--- config.mk ---
export PLATFORM = sky130hd
export DESIGN_NAME = protobuf_field_encoder_core
export DESIGN_NICKNAME = d
export VERILOG_FILES = /design/src/rtl/pbfe_pkg.sv /design/src/rtl/protobuf_field_encoder_core.sv /design/src/rtl/pbfe_digit_sr.sv
export SDC_FILE = /design/constraint.sdc
export NUM_CORES = 1
export LEC_CHECK = 0
export BUFFER_PORTS_ARGS = -buffer_cell sky130_fd_sc_hd__buf_2
export CORE_ASPECT_RATIO = 0.7
export CORE_UTILIZATION = 47
export DETAILED_ROUTE_END_ITERATION = 8
export PLACE_DENSITY_LB_ADDON = 0.1
export REMOVE_ABC_BUFFERS = 1
export SLEW_MARGIN = 20
export SYNTH_ARGS = -nofsm -noshare
export SYNTH_HDL_FRONTEND = slang
export SYNTH_SLANG_ARGS = --single-unit
--- constraint.sdc ---
create_clock -name i_clk -period 3.2 [get_ports i_clk]
set_input_delay 0.32 -clock i_clk [delete_from_list [all_inputs] [get_ports i_clk]]
set_output_delay 0.32 -clock i_clk [all_outputs]
set_load 0.01 [all_outputs]
--- src/rtl/pbfe_pkg.sv ---
// Shared types and constants for the protobuf field encoder.
// No dependencies; used by every module in rtl/.
package pbfe_pkg;

    localparam int unsigned KIND_W  = 4;
    localparam int unsigned FNUM_W  = 29;
    localparam int unsigned VALUE_W = 64;
    localparam int unsigned KEY_W   = 32;
    localparam int unsigned CNT_W   = 4;

    // item kinds
    localparam logic [KIND_W-1:0] K_UVARINT = 4'd0;
    localparam logic [KIND_W-1:0] K_SINT8   = 4'd1;
    localparam logic [KIND_W-1:0] K_SINT16  = 4'd2;
    localparam logic [KIND_W-1:0] K_SINT32  = 4'd3;
    localparam logic [KIND_W-1:0] K_SINT64  = 4'd4;
    localparam logic [KIND_W-1:0] K_FIXED32 = 4'd5;
    localparam logic [KIND_W-1:0] K_FIXED64 = 4'd6;
    localparam logic [KIND_W-1:0] K_LENHDR  = 4'd7;
    localparam logic [KIND_W-1:0] K_PAYLOAD = 4'd8;

    // wire types
    localparam logic [2:0] WT_VARINT   = 3'd0;
    localparam logic [2:0] WT_FIXED64  = 3'd1;
    localparam logic [2:0] WT_LENDELIM = 3'd2;
    localparam logic [2:0] WT_FIXED32  = 3'd5;

    localparam logic [6:0] VARINT_MASK = 7'h7f;
    localparam logic [7:0] VARINT_MORE = 8'h80;

    localparam logic [CNT_W-1:0] CNT_ONE   = 4'd1;
    localparam logic [CNT_W-1:0] CNT_FOUR  = 4'd4;
    localparam logic [CNT_W-1:0] CNT_EIGHT = 4'd8;

    typedef enum logic [1:0] {
        ST_IDLE,
        ST_KEY,
        ST_VAL
    } t_state;

    // load mode for a digit shifter
    typedef struct packed {
        logic             raw;    // 1: plain bytes, 0: base-128 varint
        logic [CNT_W-1:0] count;  // byte count in raw mode
    } t_sr_mode;

    // what a digit shifter presents
    typedef struct packed {
        logic [7:0] digit;
        logic       done;   // current digit is the final one
    } t_sr_stat;

endpackage

--- src/rtl/protobuf_field_encoder_core.sv ---
// Protobuf field encoder: top level with sequencer and output register.
// Depends on pbfe_pkg and pbfe_digit_sr.
//
// Usage:
//   Input channel (i_valid / o_stall) takes one item: kind, field number and
//   a 64-bit value. Output channel (o_valid / i_stall) delivers the encoded
//   bytes one per item, in stream order, with o_last on the final byte of the
//   run caused by that input item.
//   The key is loaded into a 32-bit digit shifter and the value (zigzag
//   mapped for signed kinds) into a 64-bit one; each cycle in which the output
//   register is free, one byte leaves a shifter for it, key first, then value
//   (a payload item has no key). An item holds the block until its last byte
//   is emitted: up to 15 bytes for a 64-bit varint with a large field number,
//   none for an unknown kind; the output takes one byte per cycle unless the
//   receiver stalls.
//   o_stall is high while a run is being emitted; the next item is accepted
//   while the last byte of the previous run still waits in the output register.
//   A stalled receiver holds the output register and freezes the shifters.
//   Reset clears the sequencer and output valid; no bytes are pending after it.
module protobuf_field_encoder_core (
    input  logic        i_clk,
    input  logic        i_rst_n,
    input  logic        i_valid,
    output logic        o_stall,
    input  logic [3:0]  i_kind,
    input  logic [28:0] i_field_number,
    input  logic [63:0] i_value,
    output logic        o_valid,
    input  logic        i_stall,
    output logic [7:0]  o_out_byte,
    output logic        o_last
);

    pbfe_pkg::t_state   r_state, n_state;
    logic               r_ov, n_ov;
    logic [7:0]         r_ob, n_ob;
    logic               r_ol, n_ol;

    logic               accept;
    logic               out_free;
    logic               key_shift, val_shift;
    logic               emit;
    logic [7:0]         emit_byte;
    logic               emit_last;
    logic [2:0]         wt;
    logic [pbfe_pkg::KEY_W-1:0]   key_word;
    logic [pbfe_pkg::VALUE_W-1:0] val_word;
    pbfe_pkg::t_sr_mode key_mode, val_mode;
    pbfe_pkg::t_sr_stat key_stat, val_stat;

    assign accept   = i_valid && !o_stall;
    assign out_free = !r_ov || !i_stall;

    // load-side word formatting
    always_comb begin
        wt       = pbfe_pkg::WT_VARINT;
        val_word = i_value;
        val_mode = '{raw: 1'b0, count: pbfe_pkg::CNT_ONE};
        case (i_kind)
            pbfe_pkg::K_SINT8: begin
                val_word = {56'd0, {i_value[6:0], 1'b0} ^ {8{i_value[7]}}};
            end
            pbfe_pkg::K_SINT16: begin
                val_word = {48'd0, {i_value[14:0], 1'b0} ^ {16{i_value[15]}}};
            end
            pbfe_pkg::K_SINT32: begin
                val_word = {32'd0, {i_value[30:0], 1'b0} ^ {32{i_value[31]}}};
            end
            pbfe_pkg::K_SINT64: begin
                val_word = {i_value[62:0], 1'b0} ^ {64{i_value[63]}};
            end
            pbfe_pkg::K_FIXED32: begin
                wt       = pbfe_pkg::WT_FIXED32;
                val_mode = '{raw: 1'b1, count: pbfe_pkg::CNT_FOUR};
            end
            pbfe_pkg::K_FIXED64: begin
                wt       = pbfe_pkg::WT_FIXED64;
                val_mode = '{raw: 1'b1, count: pbfe_pkg::CNT_EIGHT};
            end
            pbfe_pkg::K_LENHDR: begin
                wt = pbfe_pkg::WT_LENDELIM;
            end
            pbfe_pkg::K_PAYLOAD: begin
                val_mode = '{raw: 1'b1, count: pbfe_pkg::CNT_ONE};
            end
            default: begin
            end
        endcase
        key_word = {i_field_number, wt};
        key_mode = '{raw: 1'b0, count: pbfe_pkg::CNT_ONE};
    end

    pbfe_digit_sr #(.W(pbfe_pkg::KEY_W)) u_key_sr (
        .i_clk   (i_clk),
        .i_load  (accept),
        .i_data  (key_word),
        .i_mode  (key_mode),
        .i_shift (key_shift),
        .o_stat  (key_stat)
    );

    pbfe_digit_sr #(.W(pbfe_pkg::VALUE_W)) u_val_sr (
        .i_clk   (i_clk),
        .i_load  (accept),
        .i_data  (val_word),
        .i_mode  (val_mode),
        .i_shift (val_shift),
        .o_stat  (val_stat)
    );

    // next state
    always_comb begin
        n_state = r_state;
        case (r_state)
            pbfe_pkg::ST_IDLE: begin
                if (i_valid) begin
                    if (i_kind == pbfe_pkg::K_PAYLOAD) begin
                        n_state = pbfe_pkg::ST_VAL;
                    end else if (i_kind inside {[pbfe_pkg::K_UVARINT:pbfe_pkg::K_LENHDR]}) begin
                        n_state = pbfe_pkg::ST_KEY;
                    end
                end
            end
            pbfe_pkg::ST_KEY: begin
                if (out_free && key_stat.done) begin
                    n_state = pbfe_pkg::ST_VAL;
                end
            end
            pbfe_pkg::ST_VAL: begin
                if (out_free && val_stat.done) begin
                    n_state = pbfe_pkg::ST_IDLE;
                end
            end
            default: begin
                n_state = pbfe_pkg::ST_IDLE;
            end
        endcase
    end

    // sequencer outputs
    always_comb begin
        o_stall   = 1'b1;
        key_shift = 1'b0;
        val_shift = 1'b0;
        emit      = 1'b0;
        emit_byte = key_stat.digit;
        emit_last = 1'b0;
        case (r_state)
            pbfe_pkg::ST_IDLE: begin
                o_stall = 1'b0;
            end
            pbfe_pkg::ST_KEY: begin
                key_shift = out_free;
                emit      = out_free;
            end
            pbfe_pkg::ST_VAL: begin
                val_shift = out_free;
                emit      = out_free;
                emit_byte = val_stat.digit;
                emit_last = val_stat.done;
            end
            default: begin
            end
        endcase
    end

    always_comb begin
        n_ov = r_ov;
        n_ob = r_ob;
        n_ol = r_ol;
        if (emit) begin
            n_ov = 1'b1;
            n_ob = emit_byte;
            n_ol = emit_last;
        end else if (!i_stall) begin
            n_ov = 1'b0;
        end
    end

    always_ff @(posedge i_clk) begin
        if (!i_rst_n) begin
            r_state <= pbfe_pkg::ST_IDLE;
            r_ov    <= 1'b0;
        end else begin
            r_state <= n_state;
            r_ov    <= n_ov;
        end
    end

    always_ff @(posedge i_clk) begin
        r_ob <= n_ob;
        r_ol <= n_ol;
    end

    assign o_valid    = r_ov;
    assign o_out_byte = r_ob;
    assign o_last     = r_ol;

endmodule

--- src/rtl/pbfe_digit_sr.sv ---
// Digit shifter: holds a word and hands it out one byte per step, either as
// base-128 varint groups or as raw little-endian bytes. Depends on pbfe_pkg.
module pbfe_digit_sr #(
    parameter int unsigned W = 64
) (
    input  logic                i_clk,
    input  logic                i_load,
    input  logic [W-1:0]        i_data,
    input  pbfe_pkg::t_sr_mode  i_mode,
    input  logic                i_shift,
    output pbfe_pkg::t_sr_stat  o_stat
);

    logic [W-1:0]                r_data, n_data;
    logic                        r_raw, n_raw;
    logic [pbfe_pkg::CNT_W-1:0]  r_cnt, n_cnt;
    logic                        more;

    always_comb begin
        if (r_raw) begin
            more         = (r_cnt != pbfe_pkg::CNT_ONE);
            o_stat.digit = r_data[7:0];
        end else begin
            more         = |r_data[W-1:7];
            o_stat.digit = {more, r_data[6:0] & pbfe_pkg::VARINT_MASK};
        end
        o_stat.done = !more;
    end

    always_comb begin
        n_data = r_data;
        n_raw  = r_raw;
        n_cnt  = r_cnt;
        if (i_load) begin
            n_data = i_data;
            n_raw  = i_mode.raw;
            n_cnt  = i_mode.count;
        end else if (i_shift) begin
            if (r_raw) begin
                n_data = {8'd0, r_data[W-1:8]};
                n_cnt  = r_cnt - pbfe_pkg::CNT_ONE;
            end else begin
                n_data = {7'd0, r_data[W-1:7]};
            end
        end
    end

    always_ff @(posedge i_clk) begin
        r_data <= n_data;
        r_raw  <= n_raw;
        r_cnt  <= n_cnt;
    end

endmodule

---- After elaboration in Yosys (flattened, before gate mapping) ----
Index checks and enable logic that the tools add are counted.
cells by class
  mux-type cells .......................... 26
  add/subtract/negate cells ............... 1
  eq/ne operators ......................... 16
  magnitude comparators ................... 2
  bitwise operators ....................... 4
  reduce and logical (&&, ||, !) cells .... 18
operators by type and width
  operator            count
  $pmux 64 s4         1
  $mux 64             2
  $mux 32             2
  $xor 64x64->64      1
  $mux 57             1
  $reduce_or 57->1    1
  $xor 32x32->32      1
  $reduce_or 25->1    1
  $eq 4x3->1 const B  4
  $mux 8              2
  $xor 16x16->16      1
  $pmux 5 s3          1
  $mux 4              3
  $mux 2              5
  $pmux 3 s3          1
  $eq 4x2->1 const B  2
  $xor 8x8->8         1
  $mux 1              7
  $ne 2x2->1 const B  3
  $pmux 2 s3          1
  $reduce_bool 2->1   3
  $eq 4x1->1 const B  1
  $eq 4x4->1 const B  1
  $ge 4x1->1 const B  1
  other kinds (14)    20
storage, ports and cells
  bits of input ports ..................... 101
  flip-flop bits (word level) ............. 113
  output and inout port bits .............. 11
  word-level logic and storage cells ...... 75

---- Depth between registers and ports, before layout ----
Gate-level depths: netlist of run 1.
  depth in word-level cells ............... 6
  gate-level depth with buffers ........... 9
  mapped depth without buffers ............ 7

---- Hierarchy ----
A second synthesis of run 1 with hierarchy kept.
unflattened totals
  cells, all modules ...................... 726
  area, all modules ....................... 7636.1 sq um
modules (own cells, without submodules)
  module                       cells an instance  seq. area each (sq um)  area each (sq um)  instances
  pbfe_digit_sr (u_val_sr)     314                2072.0                  3589.7             1
  protobuf_field_encoder_core  248                330.3                   2112.0             1
  pbfe_digit_sr (u_key_sr)     164                1111.1                  1934.4             1

---- Worst setup path after synthesis of run 1 ----
Ideal clock, no wire load.
  kind .................................... reg2reg
  from .................................... reg r_state[0]
  to ...................................... reg u_val_sr.r_data[0], enable pin
  data required time ...................... 2512 ps
  path slack .............................. -61 ps
  period minus slack after synthesis ...... 3261 ps
  library setup time ...................... 688 ps
  arrival ................................. 2573 ps
  stages on the path, launching flop included .. 9
  path buffers ............................ 4
  path through ............................ dfxtp_1 -> inv_1 -> ha_1 -> clkbuf_1 -> nand2_1 -> buf_2 -> buf_2 -> buf_1 -> nand2_1
on the way
  cells in the longest elaborated chain, start to end .. 3
  elaborated cells on any way between the ends .. 5
  those cells by class .................... 1 x eq/ne; 1 x mux; 3 x reduce/logical
RTL lines
  what                                                  line                                                                   source
  start: declaration                                    protobuf_field_encoder_core.sv:34                                      pbfe_pkg::t_state r_state, n_state;
  start signal: assignment                              protobuf_field_encoder_core.sv:182                                     r_state <= pbfe_pkg::ST_IDLE;
  start signal: assignment                              protobuf_field_encoder_core.sv:185                                     r_state <= n_state;
  $eq 2x2->1 / $logic_not 2->1 (equally long branches)  protobuf_field_encoder_core.sv:148                                     case (r_state)
  $mux 1 / $logic_and 1x1->1 (equally long branches)    protobuf_field_encoder_core.sv:148, protobuf_field_encoder_core.sv:51
  $reduce_bool 2->1 (no line) (*)                       n/a
  end signal: assignment                                pbfe_digit_sr.sv:49                                                    r_data <= n_data;
  end: declaration                                      pbfe_digit_sr.sv:14                                                    logic [W-1:0] r_data, n_data;
Every way passes the cells marked *; elsewhere a longest branch is shown, timed or not.
A chain may end at the register's enable or synchronous reset.

---- Worst setup path in the final report of run 1 ----
  from .................................... reg r_state[0]
  to ...................................... reg u_val_sr.r_cnt[0] (netlist name) (data pin)
on the way
  cells in the longest elaborated chain, start to end .. 3
RTL lines
  what                          line                                source
  $logic_not 2->1               protobuf_field_encoder_core.sv:148
  $logic_and 1x1->1             protobuf_field_encoder_core.sv:51   assign accept = i_valid && !o_stall;
  $mux 4                        pbfe_digit_sr.sv:34                 if (i_load) begin
  net u_val_sr.n_cnt (one bit)  pbfe_digit_sr.sv:16                 logic [pbfe_pkg::CNT_W-1:0] r_cnt, n_cnt;
  end signal: assignment        pbfe_digit_sr.sv:51                 r_cnt <= n_cnt;
  end: declaration              pbfe_digit_sr.sv:16
The timed path passes the listed nets, and every way through them passes these cells.

==> impl_metrics.yaml, run 1 <==
clock_network:
  cts_tree: "yes"
  clock_sinks: 113
  post_cts_buffers: 0
  htreeDepth: 4
  cts-buffers-inserted: 17
  cts_hold_buf: 0
  cts.clk_slew.worst_paths_ns: 0.05
  cts_buffer_depth: 2
  ctsResizeCount: 0
  clockRootBuffer: "clkbuf_16"
  clk_latency_ns: 0.41
power_and_ir_drop:
  irDropWorstVdd_mv: 0.477
  finalPower_uw: 7250
  power_leakage_uw: 0.00310
  power_density_nw_per_um2: 898
floorplanning:
  die_area_sq_um: 15000
  die_h_um: 103
  die_w_um: 146
  initial_core_util: 0.486
  pin_count: 112
  coreArea_sq_um: 14000
  placementRows: 36
worst_setup_path:
  cpMostUsedCell: "a21oi_1"
  arrival_ns: 2.34
  slowest_delay_ns: 0.36
  path_buf_inv: 3
  slowest_stage: "ha_1"
  crit_type: "register to register"
  endpoint_kind: "register"
  cp_top_family: "buffers and inverters"
  reg2reg_from: "r_state[0]"
  crit_fanout: 36
  start_kind: "register"
  required_ns: 3.34
  critPathLaunch: "r_state[0]"
  crit_chain: "inv_1 -> ha_1 -> nand2_4 -> clkinv_1 -> buf_4 -> nand2_1 -> a21oi_1 -> a21oi_1"
synth:
  yosysSeqAreaShare: 0.494
  synth_edf_count: 110
  synthXorXnorAreaFrac: 0.00386
  synth_top_area_cell: "edfxtp_1"
  syn_area_sq_um: 6800
  synth_top_family_by_area: "compound AO/OA/AOI/OAI gates"
  ys_ff_latch: 113
  synth_compound_area_frac: 0.206
  async_reset_ff_frac: 0
  ys_warn_count: 0
  yosys.area_share.simple: 0.150
  syn_inst: 651
  synth_fa_ha_area_frac: 0.00920
  synth.avg_cell_area_sq_um: 10.4
  synth_area_leaders: "edfxtp_1 49%, mux2i_1 8.4%, nand2_1 6.0%, a21oi_1 4.6%, a211oi_1 4.5%"
  synthDistinctLibCells: 53
  muxShareOfSynthArea: 0.0955
  synth_top_area_frac: 0.486
  synth_ff_type: "edfxtp_1"
final_layout:
  syn_to_final_growth_pct: 18.7
  fin_util: 0.576
  fin_nets: 850
  diodes: 0
  fin_cells: 946
  drive_gt1_frac: 0.258
  design_area_sq_um: 8070
placed_design:
  io_buffers: 111
  hpwlAfterDp_mm: 11.5
  dp_cells: 915
  placed_cell_area_sq_um: 7480
  globalplace.congestion: 0.806
global_routing:
  grt_overflow_total: 0
  grtUsageTotal: 0.225
  grt_pass1_vias: 4864
  grt_max_degree: 73
  antenna_found_initial: 0
  grt_pass1_wl_mm: 25.9
sta:
  worst_pin_slew_ns: 0.952
  rsz0062_at_grt: "no"
  relSlewSlack: 0.365
  fin_crit_sh: 0.689
  finalSetupViolations: 0
  finalMaxSlewViolations: 0
  clock_skew_ns: 0.00853
  hold_viol_final: 0
  period_needed_ns: 2.20
  fmaxAchievable_ghz: 0.454
status:
  outcome: "finished, final reports clean"
hold_path:
  hp-class: "primary input to register"
  holdCritStartpoint: "i_field_number[0]"
routing:
  drtAntennaViolNets: 0
  drc_errors: 0
  drtPass1Iterations: 5
  viasPerCell: 5.71
  avgRoutedWirePerCell_um: 17.7
  drt_iter0_drc: 379
  routed_wl_mm: 16.7
  vias: 5400
job:
  cap_violations: 0
## per-stage QoR
step / hold WS, ns / TNS (ns) / worst slack, ns
global route: 0.170 / 0 / 0.845
CTS: 0.157 / 0 / 1.01
floorplan: 0.448 / -297.00 / -2.28
global placement: 0.465 / 0 / 0.888
finish: 0.167 / 0 / 0.996
detailed placement: 0.478 / 0 / 0.831
## cell usage after synthesis (all sizes together) (5+ instances only)
library cell and n:
a221oi 23, mux2i 57, nor4 20, nor2b 19
o21ai 32, a21oi 64, and3 7, ha 5
mux2 7, inv 8, a211oi 41, a22oi 16
nand3 7, nand2 109, edfxtp 110, nor2 36
buf 26, clkbuf 23
## power by group
group | internal [uW] | leakage [uW] | total (uW) | switching [uW]
clock network | 1280 | 0.000284 | 1950 | 665
logic | 861 | 0.00172 | 2190 | 1330
registers | 2660 | 0.00109 | 3110 | 448
total | 4810 | 0.00310 | 7250 | 2440
## logic make-up (layout without fill, tap and decap cells)
kind of cell	count (synthesis)	in the layout
AOI/OAI and AO/OA	190	190
adders and majority gates	5	5
muxes	64	64
xor gates and xnor gates	3	3
buffers and inverters	58	163
and+or+nand+nor	218	218
DFF	113	113
## path summary, 6_finish.rpt
path,end,slack (ns),depth (start not counted)
worst min-delay path,u_key_sr.r_data[3],0.17,3
worst max register to register,u_val_sr.r_cnt[0],1.0,8
worst max-delay path,u_val_sr.r_cnt[0],1.0,8
worst min register to register,r_state[0],0.48,2
## flip-flops by register name, summed over array words and instances (netlist names)
register / cells
r_state: 2
u_val_sr.r_raw: 1
o_last: 1
o_valid: 1
u_val_sr.r_cnt: 4
u_val_sr.r_data: 64
o_out_byte: 8
u_key_sr.r_data: 32
## cell type report
class	count	area [sq um]
repair buffers	123	658
multi-input cells	480	3180
flip-flops and latches	113	3360
clock buffers	18	429
inverters	9	33.8
fillers	1225	5930
well taps	190	238
clock inverters	13	169
## layout by cell type, fill, tap and decap left out, types with 2 or more instances in the layout
cell | Yosys | layout
a211oi_1 | 41 | 41
a21boi_0 | 2 | 2
a21o_1 | 2 | 2
a21oi_1 | 63 | 63
a221oi_1 | 13 | 13
a221oi_2 | 10 | 10
a22oi_2 | 15 | 15
and3_1 | 7 | 7
buf_2 | 15 | 111
buf_4 | 2 | 11
bufinv_16 | 0 | 4
clkbuf_16 | 0 | 17
clkinv_1 | 1 | 4
clkinv_2 | 0 | 3
clkinvlp_4 | 0 | 3
dfxtp_1 | 3 | 3
edfxtp_1 | 110 | 110
ha_1 | 5 | 5
inv_1 | 8 | 8
mux2_2 | 7 | 7
mux2i_1 | 57 | 57
nand2_1 | 108 | 106
nand2_2 | 1 | 2
nand2b_1 | 4 | 3
nand3_1 | 7 | 7
nand3b_1 | 2 | 2
nand4_1 | 2 | 2
nor2_1 | 35 | 35
nor2b_1 | 19 | 19
nor3_1 | 4 | 4
nor3b_1 | 2 | 2
nor4_1 | 19 | 19
o21ai_0 | 31 | 31
o22ai_1 | 3 | 3
xnor2_1 | 3 | 3
## per-layer routing
metal | wire (um) | vias to the layer above | GRT usage
met5 | 0 | - | 0
met4 | 134 | 0 | 0.0615
met3 | 940 | 11 | 0.0496
met2 | 7210 | 158 | 0.336
met1 | 8440 | 2558 | 0.331
li1 | - | 2673 | -
## worst min-delay path, stage by stage
cell	delay [ns]
buf_2	0.07
nand2_1	0.04
nand2_1	0.04
No activity file was read; power rests on OpenSTA's default activity.
==> run 2, diff against run 1 <==
clock period = 2 ns   (was 3.2 ns; I/O delays follow)
==> impl_metrics.yaml, run 2 (synthesis gave the netlist of run 1 again) <==
placed_design:
  io_buffers: 111
  hpwlAfterDp_mm: 11.9
  pre_cts_ws_ns: -0.280
  placed_cell_area_sq_um: 7650
  globalplace.congestion: 0.819
floorplanning:
  die_w_um: 146
  coreArea_sq_um: 14000
  placementRows: 36
  die_area_sq_um: 15000
  die_h_um: 103
  pin_count: 112
  initial_core_util: 0.486
global_routing:
  antenna_found_initial: 0
  grt_max_degree: 65
  grtUsageTotal: 0.233
  grt_pass1_vias: 5185
  grt_pass1_wl_mm: 26.7
  grt_overflow_total: 0
power_and_ir_drop:
  irDropWorstVdd_mv: 0.732
  finalPower_uw: 12200
  power_leakage_uw: 0.00327
  power_density_nw_per_um2: 1450
clock_network:
  clk_latency_ns: 0.41
  cts.clk_slew.worst_paths_ns: 0.06
  cts_tree: "yes"
  cts-buffers-inserted: 17
  cts_buffer_depth: 2
  htreeDepth: 4
  clockRootBuffer: "clkbuf_16"
  clock_sinks: 113
  cts_hold_buf: 0
final_layout:
  largest_reg_flops: 64
  fin_nets: 868
  syn_to_final_growth_pct: 23.7
  layout_commonest_cell: "buf_2"
  diodes: 0
  design_area_sq_um: 8410
  final_cell_mix: "111 x buf_2, 110 x edfxtp_1, 105 x nand2_1, 63 x a21oi_1, 57 x mux2i_1"
  regMostFlops: "u_val_sr.r_data"
  drive_gt1_frac: 0.293
routing:
  drc_errors: 0
  drtPass1Iterations: 5
  vias: 5549
  routed_wl_mm: 17.1
  drt_iter0_drc: 406
  viasPerCell: 5.75
  avgRoutedWirePerCell_um: 17.7
  drtAntennaViolNets: 0
worst_setup_path:
  crit_type: "register to register"
  slowest_delay_ns: 0.41
  arrival_ns: 2.27
  crit_chain: "nor4_2 -> and4_1 -> nand4_1 -> a211o_1 -> a31oi_4 -> mux2i_1"
  required_ns: 2.34
  crit_fanout: 2
  slowest_stage: "edfxtp_1"
  start_kind: "register"
  rrSetupSlack_ns: 0.07
  endpoint_kind: "register"
sta:
  worst_pin_slew_ns: 0.625
  hold_viol_final: 0
  fmaxAchievable_ghz: 0.518
  finalSetupViolations: 0
  finalMaxSlewViolations: 0
  clock_skew_ns: 0.00770
  fin_crit_sh: 0.965
  relSlewSlack: 0.581
  fin_ws_ns: 0.0704
  period_needed_ns: 1.93
  holdWs_ns: 0.0444
job:
  cap_violations: 0
hold_path:
  hp-class: "primary input to register"
status:
  outcome: "finished, final reports clean"
-- run 2: cell types whose count changed in the layout (fill, tap and decap cells not counted), moves of 2 or more --
cell,before,now
buf_4,11,23
nor4_1,19,12
nor4_2,0,7
clkinv_4,0,2
clkinv_1,4,1
bufinv_16,4,6
buf_12,1,6
-- run 2: metrics by stage --
step                      instances  TNS [ns]   util
after detailed placement        930     -2.69  0.546
after CTS                       962         0  0.594
final                           965         0  0.601
after floorplan                 602   -533.51      -
after global routing            965   -0.0679  0.601
after global placement          930     -1.38  0.546
-- run 2: final cells by class --
class	instances	area (sq um)
Clock buffer	18	429
Clock inverter	14	236
Fill cell	1230	5600
Inverter	9	33.8
Multi-Input combinational cell	480	3250
Sequential cell	113	3360
Tap cell	190	238
Timing Repair Buffer	141	860
-- run 2: critical path: cells and delay by family (launching register included) --
| family | cells | cell delay [ns] |
|---|---|---|
| AOI/OAI and AO/OA | 2 | 0.53 |
| DFF | 1 | 0.41 |
| muxes | 1 | 0.20 |
| and+or+nand+nor | 3 | 0.71 |
-- run 2: layer usage --
metal	GRT usage	wire length, um	vias up	part of all wire
met4	0.0737	130	0	0.0076
met2	0.356	7650	188	0.45
li1	-	-	2694	-
met1	0.331	8220	2655	0.48
met5	0	0	-	0
met3	0.0518	1100	12	0.064
-- run 2: power breakdown --
part,internal (uW),switching [uW]
clock network,2330,1090
logic,1530,2200
registers,4260,750
total,8130,4040
-- run 2: what timing repair did --
action,CTS,global route
pin swaps,0,6
setup endpoints to repair,3,3
setup buffers,0,3
gates resized for setup,2,10
-- run 2: final timing paths --
path / cells past startpoint / to / startpoint
worst max-delay path: 6 / r_state[1] / u_key_sr.r_data[23]
worst min-delay path: 3 / u_key_sr.r_data[4] / i_field_number[1]
worst max register to register: 6 / r_state[1] / u_key_sr.r_data[23]
worst min register to register: 2 / r_state[1] / r_state[1]
==> run 3, diff against run 2 <==
RECOVER_POWER = 25   (was not set)
==> impl_metrics.yaml, run 3 (synthesis gave the netlist of run 1 again) <==
routing:
  drtPass1Iterations: 5
  viasPerCell: 5.74
  vias: 5542
  drtAntennaViolNets: 0
  drc_errors: 0
  avgRoutedWirePerCell_um: 17.7
  routed_wl_mm: 17.1
  drt_iter0_drc: 368
worst_setup_path:
  crit_type: "register to register"
  crit_fanout: 2
  crit_chain: "nor4_2 -> and4_1 -> nand4_1 -> a211o_1 -> a31oi_4 -> mux2i_1"
  cp_top_family: "simple AND/OR/NAND/NOR gates"
  endpoint_kind: "register"
  start_kind: "register"
  slowest_stage: "edfxtp_1"
  arrival_ns: 2.28
  path_buf_inv: 0
  required_ns: 2.34
  slowest_delay_ns: 0.41
sta:
  period_needed_ns: 1.94
  hold_viol_final: 0
  finalSetupViolations: 0
  worst_pin_slew_ns: 0.709
  relSlewSlack: 0.527
  clock_skew_ns: 0.00655
  fmaxAchievable_ghz: 0.516
  finalMaxSlewViolations: 0
  fin_crit_sh: 0.969
final_layout:
  syn_to_final_growth_pct: 23.4
  fin_nets: 868
  layout_commonest_cell: "edfxtp_1"
  regMostFlops: "u_val_sr.r_data"
  fin_util: 0.599
  diodes: 0
  drive_gt1_frac: 0.277
  largest_reg_flops: 64
  num-fill-cells: 1240
  final_cell_mix: "110 x edfxtp_1, 105 x nand2_1, 101 x buf_2, 63 x a21oi_1, 57 x mux2i_1"
  fin_cells: 965
  design_area_sq_um: 8390
clock_network:
  cts-buffers-inserted: 17
  clk_latency_ns: 0.41
  htreeDepth: 4
  cts_tree: "yes"
  cts.clk_slew.worst_paths_ns: 0.06
  clock_sinks: 113
  clockRootBuffer: "clkbuf_16"
  cts_buffer_depth: 2
power_and_ir_drop:
  power_density_nw_per_um2: 1450
  finalPower_uw: 12200
  power_leakage_uw: 0.00323
  irDropWorstVdd_mv: 0.733
floorplanning:
  coreArea_sq_um: 14000
  initial_core_util: 0.486
  pin_count: 112
  placementRows: 36
  die_w_um: 146
  die_h_um: 103
  die_area_sq_um: 15000
global_routing:
  grt_pass1_wl_mm: 26.7
  grt_overflow_total: 0
  grt_max_degree: 65
  antenna_found_initial: 0
  grtUsageTotal: 0.233
  grt_pass1_vias: 5185
placed_design:
  dp_cells: 930
  globalplace.congestion: 0.819
  io_buffers: 111
  placed_cell_area_sq_um: 7650
  hpwlAfterDp_mm: 11.9
status:
  outcome: "finished, final reports clean"
job:
  cap_violations: 0
hold_path:
  hp-class: "primary input to register"
-- run 3: worst register-to-register path, stage by stage (launching register included) --
cell,delay (ns)
edfxtp_1,0.41
nor4_2,0.33
and4_1,0.26
nand4_1,0.13
a211o_1,0.33
a31oi_4,0.20
mux2i_1,0.21
-- run 3: path summary, 6_finish.rpt --
path,depth (start not counted),slack (ns),to,start
hold / removal,3,0.04,u_key_sr.r_data[4],i_field_number[1]
hold reg to reg,2,0.48,r_state[1],r_state[1]
setup reg to reg,6,0.06,r_state[0],u_key_sr.r_data[23]
setup / recovery,6,0.06,r_state[0],u_key_sr.r_data[23]
-- run 3: metal layers --
layer  vias up  wire (um)  global-route usage
li1       2698          -                   -
met1      2637       8290               0.331
met2       196       7630               0.356
met3        11       1060              0.0518
met4         0        114              0.0737
met5         -          0                   0
-- run 3: cell type report --
class | count | area, sq um | share of cell area
clock inverter | 14 | 236 | 0.0282
clock buffer | 18 | 429 | 0.0511
sequential | 113 | 3360 | 0.401
tap | 190 | 238 | 0.0283
timing repair buffer | 141 | 840 | 0.100
inverter | 9 | 33.8 | 0.00403
multi-input combinational | 480 | 3250 | 0.388
-- run 3: through the flow --
step	setup WS [ns]	hold WS (ns)	setup TNS (ns)
global placement	-0.142	0.461	-1.38
global route	-0.0557	0.0419	-0.0679
detailed placement	-0.280	0.464	-2.69
CTS	0.0266	0.0323	0
finish	0.0614	0.0446	0
floorplan	-3.48	0.328	-533.51
-- run 3: timing repair --
item                                    4_1_cts  5_1_grt
endpoints found under the hold margin         0        0
pin swaps                                     0        6
endpoints found under the setup margin        3        3
setup buffers                                 0        3
resized for setup                             2       10
hold buffers                                  0        0
-- run 3: where the power goes --
part / switching, uW / internal (uW)
Combinational: 2200 / 1500
Clock: 1090 / 2330
Sequential: 758 / 4260
Total: 4050 / 8100
